$ cat src/design/tccw_pkg.sv
package tccw_pkg;

   localparam int COLUMNS_DEFAULT = 80;
   localparam int ROWS_DEFAULT    = 25;

   localparam int CMD_W       = 2;
   localparam int CHAR_W      = 8;
   localparam int ROW_PORT_W  = 5;
   localparam int COL_PORT_W  = 7;
   localparam int ENTRY_W     = 16;
   localparam int ATTR_W      = 8;
   localparam int QUEUE_DEPTH = 2;

   localparam logic [CMD_W-1:0] CMD_PUT   = 2'd0;
   localparam logic [CMD_W-1:0] CMD_CLEAR = 2'd1;
   localparam logic [CMD_W-1:0] CMD_READ  = 2'd2;

   localparam logic [CHAR_W-1:0] CH_NEWLINE = 8'h0A;
   localparam logic [CHAR_W-1:0] CH_TAB     = 8'h09;
   localparam logic [CHAR_W-1:0] CH_SPACE   = 8'h20;

   localparam logic [ATTR_W-1:0] ATTR_RESET = 8'h07;

   localparam int TAB_STEP = 4;

   typedef enum logic [2:0] {
      OP_CHAR,
      OP_NEWLINE,
      OP_TAB,
      OP_CLEAR,
      OP_READ,
      OP_NOP
   } op_type;

   typedef struct packed {
      op_type                 op;
      logic [CHAR_W-1:0]      char_code;
      logic [ROW_PORT_W-1:0]  row;
      logic [COL_PORT_W-1:0]  col;
   } item_type;

   typedef struct packed {
      logic empty;
      logic full;
   } queue_status_type;

   typedef enum logic [1:0] {
      ST_RUN,
      ST_READ,
      ST_BLANK,
      ST_FILL
   } state_type;

endpackage

$ cat src/design/tccw_front.sv
module tccw_front
   import tccw_pkg::*;
#(
   parameter int COLUMNS = COLUMNS_DEFAULT,
   parameter int ROWS    = ROWS_DEFAULT
) (
   input  logic                   start,
   output logic                   busy,
   input  logic [CMD_W-1:0]       req_command,
   input  logic [CHAR_W-1:0]      req_char_code,
   input  logic [ROW_PORT_W-1:0]  req_cell_row,
   input  logic [COL_PORT_W-1:0]  req_cell_col,
   input  queue_status_type       q_status,
   output logic                   push,
   output item_type               item
);

   logic in_range;

   assign busy     = q_status.full;
   assign push     = start && !q_status.full;
   assign in_range = (int'(req_cell_row) < ROWS) && (int'(req_cell_col) < COLUMNS);

   always_comb begin
      item.char_code = req_char_code;
      item.row       = req_cell_row;
      item.col       = req_cell_col;
      item.op        = OP_NOP;
      unique case (req_command)
         CMD_PUT: begin
            if (req_char_code == CH_NEWLINE) begin
               item.op = OP_NEWLINE;
            end else if (req_char_code == CH_TAB) begin
               item.op = OP_TAB;
            end else begin
               item.op = OP_CHAR;
            end
         end
         CMD_CLEAR: begin
            item.op = OP_CLEAR;
         end
         CMD_READ: begin
            item.op = in_range ? OP_READ : OP_NOP;
         end
         default: begin
            item.op = OP_NOP;
         end
      endcase
   end

endmodule

$ cat config.mk
export PLATFORM = sky130hd
export DESIGN_NAME = tccw_front
export DESIGN_NICKNAME = d
export VERILOG_FILES = /design/src/design/tccw_pkg.sv /design/src/design/tccw_front.sv
export SDC_FILE = /design/constraint.sdc
export NUM_CORES = 1
export LEC_CHECK = 0
export BUFFER_PORTS_ARGS = -buffer_cell sky130_fd_sc_hd__buf_2
export CELL_PAD_IN_SITES_DETAIL_PLACEMENT = 1
export CELL_PAD_IN_SITES_GLOBAL_PLACEMENT = 1
export CORE_MARGIN = 1
export CORE_UTILIZATION = 14
export DETAILED_ROUTE_END_ITERATION = 8
export GPL_TIMING_DRIVEN = 0
export PLACE_DENSITY = 0.95
export SLEW_MARGIN = 20
export SYNTH_ARGS = -nofsm -noshare
export SYNTH_HDL_FRONTEND = slang
export SYNTH_SLANG_ARGS = --single-unit
$ cat constraint.sdc
create_clock -name vclk -period 2.13
set_clock_uncertainty 0.1 [all_clocks]
set_input_delay 0.1065 -clock vclk [all_inputs]
set_output_delay 0.1065 -clock vclk [all_outputs]
set_load 0.01 [all_outputs]
; Yosys cells after proc, flatten, opt, wreduce, memory -nomap -nowiden
; Cells that the tools add are included.
[totals]
word_cells = 14
inputBits = 25
out_inout_bits = 25
ff_bits = 0
[op_classes]
n_lt_le_gt_ge = 2
n_eq_ne = 4
n_reduce_logical = 4
mux = 4
[op_table]
columns = op, n
row1 = == test 8 x 4 -> 1 bit (second input constant), 2
row2 = case mux 3 bit (3 select lines), 1
row3 = less-than comparator 7 bit (second input constant), 1
row4 = less-than comparator 5 bit (second input constant), 1
row5 = two-way mux 2 bit, 2
row6 = == test 2 x 1 -> 1 bit (second input constant), 1
row7 = == test 2 bit (second input constant), 1
row8 = logical AND 1 bit, 2
row9 = zero test 2 bit, 1
row10 = zero test 1 bit, 1
row11 = two-way mux 1 bit, 1

; Logic depth before layout (Yosys ltp)
; Gate-level depths: netlist of the first run.
[depth]
word_depth = 4
ltp_mapped = 3
ltp_nobuf = 3

; Worst setup path after synthesis of the first run
; OpenSTA, ideal clock, no wires.
[synth_path]
kind = in2out
from = input port req_cell_row[2]
to = output port item[20] (netlist bit)
setup_slack_ns = 1.127
t_required_ns = 1.924
stages = 3
n_path_buf = 0
arrival_ns = 0.796
cell_sequence = o311ai_1 a21boi_1 a311o_1
[synth_rtl]
columns = item, line_no
row1 = start: declaration, tccw_front.sv:11  ; input logic [ROW_PORT_W-1:0] req_cell_row,
row2 = end: declaration, tccw_front.sv:15  ; output item_type item

==> flow_metrics.tcl, run 1 <==
set metrics [dict create \
    first_iter_violations 4 \
    synth.area.top_cells "buf_4, nor2b_1, a311o_1" \
    ioPinCount 50 \
    setup-tns-final_ps 0 \
    tightest_slew_ps 464 \
    syn-mean-instance-area_um2 7.05 \
    path_max_fanout 2 \
    ff_latch_area_um2 0 \
    drc 0 \
    start_kind "input pin" \
    vias 383 \
    report.power.total_uw 98.4 \
    yosysMostFrequentCell "buf_4" \
    rsz0062_at_grt "no" \
    whs_ps 298 \
    arrival_ps 1090 \
    num_antenna_cells 0 \
    timing.final.crit_share_pct 61.0 \
    finalHoldViolCount 0 \
    fp.coreArea_um2 1520 \
    nets 105 \
    die_y_um 42.8 \
    drt_wl_total_um 963 \
    drive_above_1_share_pct 84.6 \
    leakage_nw 0.302 \
    synth_area_um2 233 \
    place_congestion 0.640 \
    start_util_pct 15.3 \
    postCtsResizedCells 0 \
    setup_violations 0 \
    required_ps 1920 \
    utilization_pct 31.4 \
    seq_area_frac_synth_pct 0 \
    port_buffers 45 \
    synth_commonest_cells "buf_4, nor2b_1" \
    vdd_drop_max_mv 0.0577 \
    end_kind "output pin" \
    nClkBuffers 0 \
    synthCells 33 \
    syn_nets 58 \
    fin_crit_ps 1300 \
    hpwl_um 929 \
    dieArea_um2 1830 \
    post-cts-setup-buffer-count 0 \
    grt_pass1_vias 388 \
    power.density_nw_per_um2 206 \
    routedWlPerCell_um 10.2 \
    hp-class "in2out" \
    synth_top_area_cell "buf_4" \
    grt_max_degree 5 \
    max_freq_ghz 0.770 \
    finalWorstSetupSlack_ps 831 \
    max_cap_violations 0 \
    ctsHoldBuffers 0 \
    num_rows 14 \
    sequential_cell_total 0 \
    grt_overflow_total 0 \
    synth_warnings 0 \
    antenna_found_initial 0 \
    synth_top_area_share_pct 67.7 \
    pre_cts_ws_ps 779 \
    crit_type "in2out" \
    first_pass_iters 2 \
    maxSlewHeadroom_pct 68.8 \
    fillers 204 \
    via_per_inst 4.07 \
    die_x_um 42.8 \
    ant_nets 0 \
    outcome "complete, no violations" \
    grt_pass1_wl_um 1530 \
    timing.final.max_slew_violations 0 \
    syn2layout_area_growth_pct 105 \
    grt_usage_pct 10.5 \
    ys_types 12 \
]
## area by class of cell
cell class | count | area (um2) | area share, %
well taps | 16 | 20.0 | 4.19
repair buffers | 45 | 225 | 47.1
plain buffers | 22 | 161 | 33.8
multi-input cells | 10 | 67.6 | 14.1
inverters | 1 | 3.75 | 0.785
## final timing paths
path | from | endpoint | slack (ps) | cells after the start
min | req_cell_col[2] | item[2] | 300 | 2
max | req_cell_row[2] | item[20] | 830 | 5
## placed cells by master, fill, tap and decap left out
cell	count
nor4_1	1
buf_4	21
buf_2	45
o21ai_0	1
a311o_1	1
inv_1	1
o311ai_1	1
nor2b_1	2
a21boi_1	1
nor3_1	1
nor2_1	1
a41oi_1	1
clkbuf_1	1
## kinds of logic after synthesis
kind of cell | Yosys count | synth area share (%)
buffers and inverters | 23 | 71.0
AO/OA/AOI/OAI | 5 | 17.2
AND/OR/NAND/NOR | 5 | 11.8
## critical path: stages
cell and delay, ps:
buf_2 100, o311ai_1 310, a21boi_1 110, a311o_1 320
buf_2 140
## where the power goes
part | total [mW] | internal, mW | switching [mW]
sequential | 0 | 0 | 0
clock | 0 | 0 | 0
combinational | 0.0984 | 0.0580 | 0.0404
total | 0.0984 | 0.0580 | 0.0404
## stage by stage
stage,instance area [um2],cells
floorplan,233,33
global placement,478,94
detailed placement,478,94
global route,478,94
finish,478,94
CTS,478,94
## metal layers
| layer | global-route usage, % | part of all wire [%] | vias to the layer above |
|---|---|---|---|
| li1 | - | - | 181 |
| met1 | 9.87 | 29 | 165 |
| met2 | 23.3 | 56 | 37 |
| met3 | 2.13 | 15 | 0 |
| met4 | 0 | 0 | 0 |
| met5 | 0 | 0 | - |
Power figures use the tool's default switching activity.
==> inputs of run 2 (changes only) <==
ABC_AREA = 1   (was not set)
CORE_UTILIZATION = 15   (was 14)
PLACE_DENSITY = 0.94   (was 0.95)
clock period = 1.3 ns   (was 2.13 ns; I/O delays follow)
==> flow_metrics.tcl, run 2 <==
set metrics [dict create \
    outcome "complete, no violations" \
    setup_violations 0 \
    ff_latch_area_um2 0 \
    rsz0062_at_grt "no" \
    num_antenna_cells 0 \
    maxSlewHeadroom_pct 88.5 \
    internal_power_uw 96.9 \
    fp.coreArea_um2 1750 \
    antenna_found_initial 0 \
    first_pass_iters 2 \
    switching_share_pct 43.4 \
    crit_type "in2out" \
    routedWlPerCell_um 8.48 \
    ant_nets 0 \
    ioPinCount 50 \
    arrival_ps 700 \
    p_clk_share_pct 0 \
    synth_top_area_cell "buf_4" \
    placed_area_um2 539 \
    leakage_nw 0.360 \
    utilization_pct 30.9 \
    port_buffers 45 \
    start_kind "input pin" \
    max_freq_ghz 1.15 \
    drive_above_1_share_pct 70.5 \
    yosysMostFrequentCell "buf_4" \
    nets 122 \
    nClkBuffers 0 \
    setup-tns-final_ps 0 \
    syn_nets 75 \
    max_cap_violations 0 \
    grt_usage_pct 9.66 \
    die_y_um 45.4 \
    grt_max_degree 5 \
    num_rows 15 \
    final_common_cell "buf_2" \
    syn2layout_area_growth_pct 90.7 \
    syn-mean-instance-area_um2 5.66 \
    finalWorstSetupSlack_ps 432 \
    p_switching_uw 74.3 \
    synthCells 50 \
    drt_wl_total_um 1020 \
    drc 0 \
    start_util_pct 16.2 \
    die_x_um 45.4 \
    grt_pass1_vias 413 \
    grt_overflow_total 0 \
    path_max_fanout 2 \
    layout_common_cells "buf_2, buf_4, nor2_1, nand2_1, inv_1" \
    sequential_cell_total 0 \
    fillers 251 \
    grt_pass1_wl_um 1520 \
    timing.final.crit_share_pct 66.8 \
    synth_top_area_share_pct 55.8 \
    pre_cts_ws_ps 433 \
    synth_warnings 0 \
    tightest_slew_ps 171 \
    fin_crit_ps 868 \
    combPwrFrac_pct 100.0 \
    synth.area.top_cells "buf_4, nand2_1, nor2_1" \
    via_per_inst 3.54 \
    dieArea_um2 2060 \
    vdd_drop_max_mv 0.0877 \
    design_area_um2 539 \
    finalHoldViolCount 0 \
    place_congestion 0.583 \
    ys_types 10 \
    hpwl_um 991 \
    required_ps 1130 \
    synth_commonest_cells "buf_4, nand2_1, nor2_1" \
    seq_power_share_pct 0 \
    end_kind "output pin" \
    power.density_nw_per_um2 317 \
    postCtsResizedCells 0 \
    post-cts-setup-buffer-count 0 \
    ctsHoldBuffers 0 \
    timing.final.max_slew_violations 0 \
    first_iter_violations 3 \
    seq_area_frac_synth_pct 0 \
    synth_area_um2 283 \
    hp-class "in2out" \
    vias 425 \
    hold_path_depth 2 \
]
-- run 2: stage by stage --
stage | hold WS [ps] | power (mW) | cells
6_report | 214 | 0.171 | 120
5_1_grt | 217 | 0.189 | 120
4_1_cts | 215 | 0.175 | 120
3_5_place_dp | 214 | 0.174 | 120
3_3_place_gp | 215 | 0.166 | 120
2_1_floorplan | 77.5 | 0.0918 | 50
-- run 2: worst paths after layout --
path / slack (ps) / endpoint / from
setup / recovery: 430 / item[21] / req_char_code[4]
hold / removal: 210 / item[0] / req_cell_col[0]
-- run 2: logic make-up (layout without fill, tap and decap cells) --
group | Yosys count | in the layout | synth area share [%]
and+or+nand+nor | 21 | 21 | 33.2
buffers and inverters | 28 | 73 | 65.0
AOI/OAI and AO/OA | 1 | 1 | 1.77
-- run 2: cell type report --
class	count	area, um2	share of cell area (%)
Buffer	22	161	29.9
Inverter	6	22.5	4.18
Multi-Input combinational cell	22	98.8	18.3
Tap cell	25	31.3	5.80
Timing Repair Buffer	45	225	41.8
-- run 2: metal layers --
metal  track usage, %  vias to the layer above  share of wire (%)
li1                 -                      217                  -
met1             9.05                      182                 31
met2             22.6                       26                 62
met3            0.397                        0                7.4
met4                0                        0                  0
met5                0                        -                  0
-- run 2: critical path: stages --
cell,delay [ps]
buf_2,100
nor2_1,120
and2_1,140
nand4_1,80
nand2_1,60
buf_2,120
-- run 2: power by group through the flow --
stage               registers [mW]  clock network, mW  logic [mW]
global placement                 0                  0       0.166
CTS                              0                  0       0.175
global route                     0                  0       0.189
detailed placement               0                  0       0.174
finish                           0                  0       0.171
floorplan                        0                  0      0.0918
