===== src/design/tccw_pkg.sv =====
package tccw_pkg;

   localparam int COLUMNS_DEFAULT = 80;
   localparam int ROWS_DEFAULT    = 25;

   localparam int CMD_W       = 2;
   localparam int CHAR_W      = 8;
   localparam int ROW_PORT_W  = 5;
   localparam int COL_PORT_W  = 7;
   localparam int ENTRY_W     = 16;
   localparam int ATTR_W      = 8;
   localparam int QUEUE_DEPTH = 2;

   localparam logic [CMD_W-1:0] CMD_PUT   = 2'd0;
   localparam logic [CMD_W-1:0] CMD_CLEAR = 2'd1;
   localparam logic [CMD_W-1:0] CMD_READ  = 2'd2;

   localparam logic [CHAR_W-1:0] CH_NEWLINE = 8'h0A;
   localparam logic [CHAR_W-1:0] CH_TAB     = 8'h09;
   localparam logic [CHAR_W-1:0] CH_SPACE   = 8'h20;

   localparam logic [ATTR_W-1:0] ATTR_RESET = 8'h07;

   localparam int TAB_STEP = 4;

   typedef enum logic [2:0] {
      OP_CHAR,
      OP_NEWLINE,
      OP_TAB,
      OP_CLEAR,
      OP_READ,
      OP_NOP
   } op_type;

   typedef struct packed {
      op_type                 op;
      logic [CHAR_W-1:0]      char_code;
      logic [ROW_PORT_W-1:0]  row;
      logic [COL_PORT_W-1:0]  col;
   } item_type;

   typedef struct packed {
      logic empty;
      logic full;
   } queue_status_type;

   typedef enum logic [1:0] {
      ST_RUN,
      ST_READ,
      ST_BLANK,
      ST_FILL
   } state_type;

endpackage


===== src/design/tccw_queue.sv =====
module tccw_queue
   import tccw_pkg::*;
(
   input  logic             clock,
   input  logic             reset,
   input  logic             push,
   input  item_type         push_item,
   input  logic             pop,
   output item_type         head,
   output queue_status_type q_status
);

   localparam int PTR_W = (QUEUE_DEPTH > 1) ? $clog2(QUEUE_DEPTH) : 1;
   localparam int CNT_W = $clog2(QUEUE_DEPTH + 1);

   item_type           entries_ff [QUEUE_DEPTH];
   logic [PTR_W-1:0]   wr_ptr_ff, wr_ptr_in;
   logic [PTR_W-1:0]   rd_ptr_ff, rd_ptr_in;
   logic [CNT_W-1:0]   count_ff, count_in;

   assign head           = entries_ff[rd_ptr_ff];
   assign q_status.empty = (count_ff == '0);
   assign q_status.full  = (count_ff == CNT_W'(QUEUE_DEPTH));

   always_comb begin
      wr_ptr_in = wr_ptr_ff;
      rd_ptr_in = rd_ptr_ff;
      count_in  = count_ff;
      if (push) begin
         wr_ptr_in = (wr_ptr_ff == PTR_W'(QUEUE_DEPTH - 1)) ? '0 : wr_ptr_ff + 1'b1;
      end
      if (pop) begin
         rd_ptr_in = (rd_ptr_ff == PTR_W'(QUEUE_DEPTH - 1)) ? '0 : rd_ptr_ff + 1'b1;
      end
      if (push && !pop) begin
         count_in = count_ff + 1'b1;
      end else if (pop && !push) begin
         count_in = count_ff - 1'b1;
      end
   end

   always_ff @(posedge clock) begin
      if (reset) begin
         wr_ptr_ff <= '0;
         rd_ptr_ff <= '0;
         count_ff  <= '0;
      end else begin
         wr_ptr_ff <= wr_ptr_in;
         rd_ptr_ff <= rd_ptr_in;
         count_ff  <= count_in;
      end
   end

   always_ff @(posedge clock) begin
      if (push) begin
         entries_ff[wr_ptr_ff] <= push_item;
      end
   end

endmodule


===== config.mk =====
export PLATFORM = sky130hd
export DESIGN_NAME = tccw_queue
export DESIGN_NICKNAME = d
export VERILOG_FILES = /design/src/design/tccw_pkg.sv /design/src/design/tccw_queue.sv
export SDC_FILE = /design/constraint.sdc
export NUM_CORES = 1
export LEC_CHECK = 0
export BUFFER_PORTS_ARGS = -buffer_cell sky130_fd_sc_hd__buf_2
export CAP_MARGIN = 0
export CELL_PAD_IN_SITES_DETAIL_PLACEMENT = 1
export CELL_PAD_IN_SITES_GLOBAL_PLACEMENT = 2
export CORE_ASPECT_RATIO = 1.4
export CORE_MARGIN = 4
export CORE_UTILIZATION = 36
export CTS_CLUSTER_DIAMETER = 40
export DETAILED_ROUTE_END_ITERATION = 8
export PLACE_DENSITY_LB_ADDON = 0.1
export SETUP_SLACK_MARGIN = 0.4
export SLEW_MARGIN = 20
export SYNTH_ARGS = -nofsm -noshare
export SYNTH_HDL_FRONTEND = slang
export SYNTH_SLANG_ARGS = --single-unit

===== constraint.sdc =====
create_clock -name clock -period 2.8 [get_ports clock]
set_clock_uncertainty 0.15 [all_clocks]
set_input_delay 0.56 -clock clock [delete_from_list [all_inputs] [get_ports clock]]
set_output_delay 0.56 -clock clock [all_outputs]
set_load 0.05 [all_outputs]

* Word level (Yosys, flattened, before mapping)
Memories as Yosys holds them, arrays and structs flattened. A register that Yosys moved wholly into a read port is not among the register bits. Cells that the tools add are included.
Storage, ports and cells: register bits 4, latch bits 0, bits in writable memories 46, ROM bits 0, output and inout port bits 25, word-level logic and storage cells 23, memories 1
Cells by class: add/subtract/negate cells 4, $mul 0, div/mod/pow operators 0, order comparisons 0, equal/unequal tests 1, shift operators 0, muxes and demuxes 8, bitwise gates (word level) 0, reduce and logical (&&, ||, !) cells 6
Memories:
- entries_ff | words 2, width 23, rd ports 1, clocked after Yosys merged registers in 1, wr ports 1, line tccw_queue.sv:16 | item_type entries_ff [QUEUE_DEPTH];
Operators with widths (number):
- 2-to-1 mux 1 bit | 6
- 2-to-1 mux 2 bit | 2
- adder 1 bit, second input constant | 2
- adder 2 x 1 -> 2 bit, second input constant | 1
- == test 2 bit, second input constant | 1
- logical AND 1 bit | 2
- zero test 1 bit | 2
- zero test 2 bit | 1
- nonzero test 2 bit | 1
- subtractor 2 x 1 -> 2 bit, second input constant | 1

* Logic depth before layout (Yosys ltp)
word-level depth 4, depth in mapped cells 5, mapped depth without buffers 5

* Worst setup path before layout
No wires, ideal clock.
kind input to register, from input push, to memory entries_ff[0][0] (netlist name), enable pin, setup time 0.405 ns, data arrival time 1.623 ns, path slack 0.621 ns, stages on the path 1, cells stage by stage nor2b_1
On the way: cells in the longest elaborated chain, start to end 2
Ends and longest elaborated chain:
- from (decl) | line tccw_queue.sv:6 | input logic push,
- 2-to-1 mux 1 bit | line tccw_queue.sv:55 | if (push) begin
- 2-to-1 mux 1 bit (implied by the code) | line tccw_queue.sv:56 | entries_ff[wr_ptr_ff] <= push_item;
- to (decl) | line tccw_queue.sv:16
Every way passes these cells.

==> run summary <==
The count of cell types in the netlist came out at 15. The detailed-route wire length came out at 3.17 mm. CTS placed an instance of sky130_fd_sc_hd__clkbuf_8 at the clock tree root.

Power spread over the standard cell area amounts to 701 mW/mm². VDD sags by at most 0.325 mV. After global routing the overflow that remains totals 0. On the critical path, the stage with the largest delay is an instance of sky130_fd_sc_hd__mux2_2. Once layout is complete, the utilization of the core stands at 46.8%. The number of maximum-capacitance constraint violations is 0. The transition at the pin with the smallest max-transition slack came out at approximately 0.32 ns. The worst-case clock buffer depth is 2. The share of total power dissipated in combinational logic is 20.0%.

The count of flip-flops with a built-in enable after synthesis is 46. The part of the cycle the worst path needs came out at 76.1%. The post-synthesis area per instance came out at approximately 20 µm². The leakage power of the design is 0.876 nW. The via count of the first global-routing pass came to 1,099. The total routing resource utilization after global routing is 10.8%. The count of endpoints failing hold in the final timing report is 0. The clock slew seen by the registers of the worst setup and hold paths is 0.09 ns. In this run the worst hold path is classified as input pin to flip-flop. The start of the worst register-to-register path is wr_ptr_ff. The total placed instance area came out at approximately 0.0022 mm². In this run, post-CTS repair resized a total of 0 instances. The largest fanout of any net on the critical path is 13.

The maximum level of the CTS H-tree came out at 2. Traced cell by cell, the critical path runs through buf_4 > mux2_2 > buf_2. The max-slew violation count was 0. Once detail routing completed, the nets flagged for antenna violations numbered 0. The depth of the worst hold-timing path came out at 1. Summing all non-filler instances in the final layout gives an area of 0.00230 mm².

The start point of the worst hold path is push_item[4]. Static timing analysis puts the maximum clock frequency at between 400 and 500 MHz. In the routed layout, each cell is associated on average with a via count of 4.54.

In the post-synthesis netlist, the cell with the most instances is sky130_fd_sc_hd__edfxtp_1. The die boundary width is 68.8 µm. For this run, asynchronously set or reset flops after synthesis account for 0%.

The sum of negative setup slack came out at 0 ns. The total clock sinks is 51. The most used flip-flop cell after synthesis is sky130_fd_sc_hd__edfxtp_1.

The cell internal power dissipation is 1.15 mW. The final critical-path required period is 2.13 ns. The number of nets produced by synthesis is roughly 120. TritonCTS built the clock tree. The TritonCTS buffer count came out at 5. The row count is 30. By startpoint and endpoint, the worst setup path is classified as flip-flop to primary output. The commonest cells after synthesis are sky130_fd_sc_hd__edfxtp_1, sky130_fd_sc_hd__mux2_2, sky130_fd_sc_hd__dfxtp_1, sky130_fd_sc_hd__nor2_1. The kind of start point of the critical path is a flip-flop. The clock network is responsible for 24.3% of the overall power. The data arrival time of the critical path is 1.42 ns. The total vias in the final route came out at approximately 990. The clock latency on the worst-skew pair came out at 0.29 ns. The depth of the most critical reg-to-reg path came out at 2. The type of destination of the critical path is a primary output.

The largest single stage delay on the critical path is 0.37 ns. The destination of the worst register-to-register timing path is entries_ff[1][8]. By area the synthesized netlist is led by sky130_fd_sc_hd__edfxtp_1, sky130_fd_sc_hd__mux2_2, sky130_fd_sc_hd__dfxtp_1, sky130_fd_sc_hd__nor2_1, sky130_fd_sc_hd__xnor2_1.

The number of flip-flops and latches in the synthesized netlist came out at 51. The area of the die came out at approximately 0.0064 mm². Synthesis produced 93 cells.

The post-CTS repair timing setup buffer count came out at 0. The number of search-and-repair iterations in the first detailed-routing pass came out at 4. The warning count from the yosys run came out at 0.

The starting density of the core came out at 37.9%. The HPWL after detailed placement is about 2.3 mm. The number of antenna violations at the first check in global routing came to 0. The share of post-route cells with drive strength above 1 is 56.5%. The portion of the post-synthesis area used by sequential elements came out at 79.5%. Of all cell types, the one taking the most synthesized area is sky130_fd_sc_hd__edfxtp_1. In the final routed layout, each cell accounts on average for 14.5 µm.

The area of the core region came out at 0.00492 mm². Sequential cells burn 55.7% of the power. Setup violations remaining at the end of the flow were counted as 0. The analysis attributes to net switching a power of ~0.46 mW. The sum of buffers and inverters on the critical path came out at 2. The max-slew headroom at the worst pin is 78.8%. The kind of cell adding the most delay to the critical path is buffers and inverters.

The global placer's final weighted congestion came out at approximately 0.62. Input and output buffers added on the ports amount to 51. The cell area after synthesis came out at 0.00186 mm². The final routed DRC violation total came out at 0. The die height came out at 93.1 µm.

The switching share of power is 28.5%. The worst path required time came out at about 2.1 ns. The proportion of netlist area held by the largest area contributor came out at 74.1%. In this run, post-CTS hold repair placed 0 buffers. The wire length of the first global-routing pass is slightly below 5 mm. The count of pins on the block boundary is 52. The pin count of the biggest net entering global routing came out at 19. The number of antenna diodes in the final layout is 0.

The detailed router finished its first iteration with 37 violations. The setup slack of the worst register-to-register path is 1.32 ns. The signed area change from the synthesized netlist to the final layout came out at 23.5%. The flow ran to the end, and the final reports show no timing, DRC or antenna violations. The path with the worst hold slack has its endpoint at entries_ff[0][4]. Setup repair after global routing left no endpoint under its margin. The net total in the final layout came out at 181.
==> kinds of logic after synthesis <==
group / after synthesis / share of synthesized area [%]
flip-flops: 51 / 79.5
multiplexers: 23 / 13.9
AND/OR/NAND/NOR: 9 / 2.49
XOR/XNOR: 4 / 1.88
buffers and inverters: 3 / 1.01
AO/OA/AOI/OAI: 2 / 0.537
adder cells (fa/ha/maj): 1 / 0.671
==> registers in the layout, summed over array words and instances (netlist names), named ones only <==
| register | flops |
|---|---|
| count_ff | 2 |
| wr_ptr_ff | 1 |
| entries_ff | 46 |
| rd_ptr_ff | 1 |
==> how the worst max path moves through the flow <==
| stage | endpoint | cells past startpoint | from | slack (ns) |
|---|---|---|---|---|
| floorplan | entries_ff[0][0] | 1 | push | 0.62 |
| global placement | head[10] | 3 | flip-flop | 0.99 |
| detailed placement | entries_ff[0][18] | 3 | push | 0.94 |
| CTS | head[21] | 3 | flip-flop | 0.64 |
| global route | head[21] | 3 | flip-flop | 0.57 |
| finish | head[21] | 3 | flip-flop | 0.67 |
==> stage by stage <==
step | cells | hold WS (ns) | power, mW | setup WS, ns
2_1_floorplan | 93 | 0.311 | 1.16 | 0.621
3_3_place_gp | 210 | 0.333 | 1.24 | 0.993
3_5_place_dp | 210 | 0.365 | 1.25 | 0.939
4_1_cts | 218 | 0.293 | 1.63 | 0.640
5_1_grt | 218 | 0.273 | 1.70 | 0.575
6_report | 218 | 0.301 | 1.61 | 0.670
==> metal layers <==
| layer | GRT usage, % | vias to the layer above | part of all wire [%] |
|---|---|---|---|
| met1 | 10.4 | 480 | 35 |
| li1 | - | 471 | - |
| met2 | 19.7 | 34 | 56 |
| met4 | 3.90 | 0 | 1.3 |
| met5 | 0 | - | 0 |
| met3 | 4.45 | 4 | 8.2 |
==> power groups by stage <==
stage / Sequential [mW] / Clock [mW] / Combinational [mW]
floorplan: 0.914 / 0 / 0.243
global placement: 0.914 / 0 / 0.323
detailed placement: 0.917 / 0 / 0.328
CTS: 0.900 / 0.406 / 0.329
global route: 0.904 / 0.453 / 0.345
finish: 0.899 / 0.393 / 0.322
==> cell type report <==
type / instances / area [µm²]
fillers: 508 / 2620
flip-flops and latches: 51 / 1480
multi-input cells: 39 / 365
repair buffers: 55 / 285
well taps: 64 / 80.1
clock buffers: 6 / 72.6
clock inverters: 2 / 12.5
inverters: 1 / 3.75
==> cell usage in the layout, fill, tap and decap left out <==
cell                         count
sky130_fd_sc_hd__clkbuf_8        5
sky130_fd_sc_hd__o21ai_0         1
sky130_fd_sc_hd__a21oi_1         1
sky130_fd_sc_hd__clkinvlp_4      1
sky130_fd_sc_hd__or3_1           1
sky130_fd_sc_hd__buf_4           4
sky130_fd_sc_hd__edfxtp_1       46
sky130_fd_sc_hd__ha_1            1
sky130_fd_sc_hd__and2_1          1
sky130_fd_sc_hd__xor2_1          2
sky130_fd_sc_hd__inv_1           1
sky130_fd_sc_hd__buf_2          51
sky130_fd_sc_hd__nor2b_2         1
sky130_fd_sc_hd__mux2_2         23
sky130_fd_sc_hd__nor2_1          5
sky130_fd_sc_hd__clkbuf_1        1
sky130_fd_sc_hd__clkinv_2        1
sky130_fd_sc_hd__xnor2_1         2
sky130_fd_sc_hd__and2b_2         1
sky130_fd_sc_hd__dfxtp_1         5
==> worst reg2reg max path: stages (launching register included) <==
cell and delay [ns]:
sky130_fd_sc_hd__dfxtp_1 0.39, sky130_fd_sc_hd__and2_1 0.31, sky130_fd_sc_hd__buf_4 0.32
No activity file was read; power rests on OpenSTA's default activity.
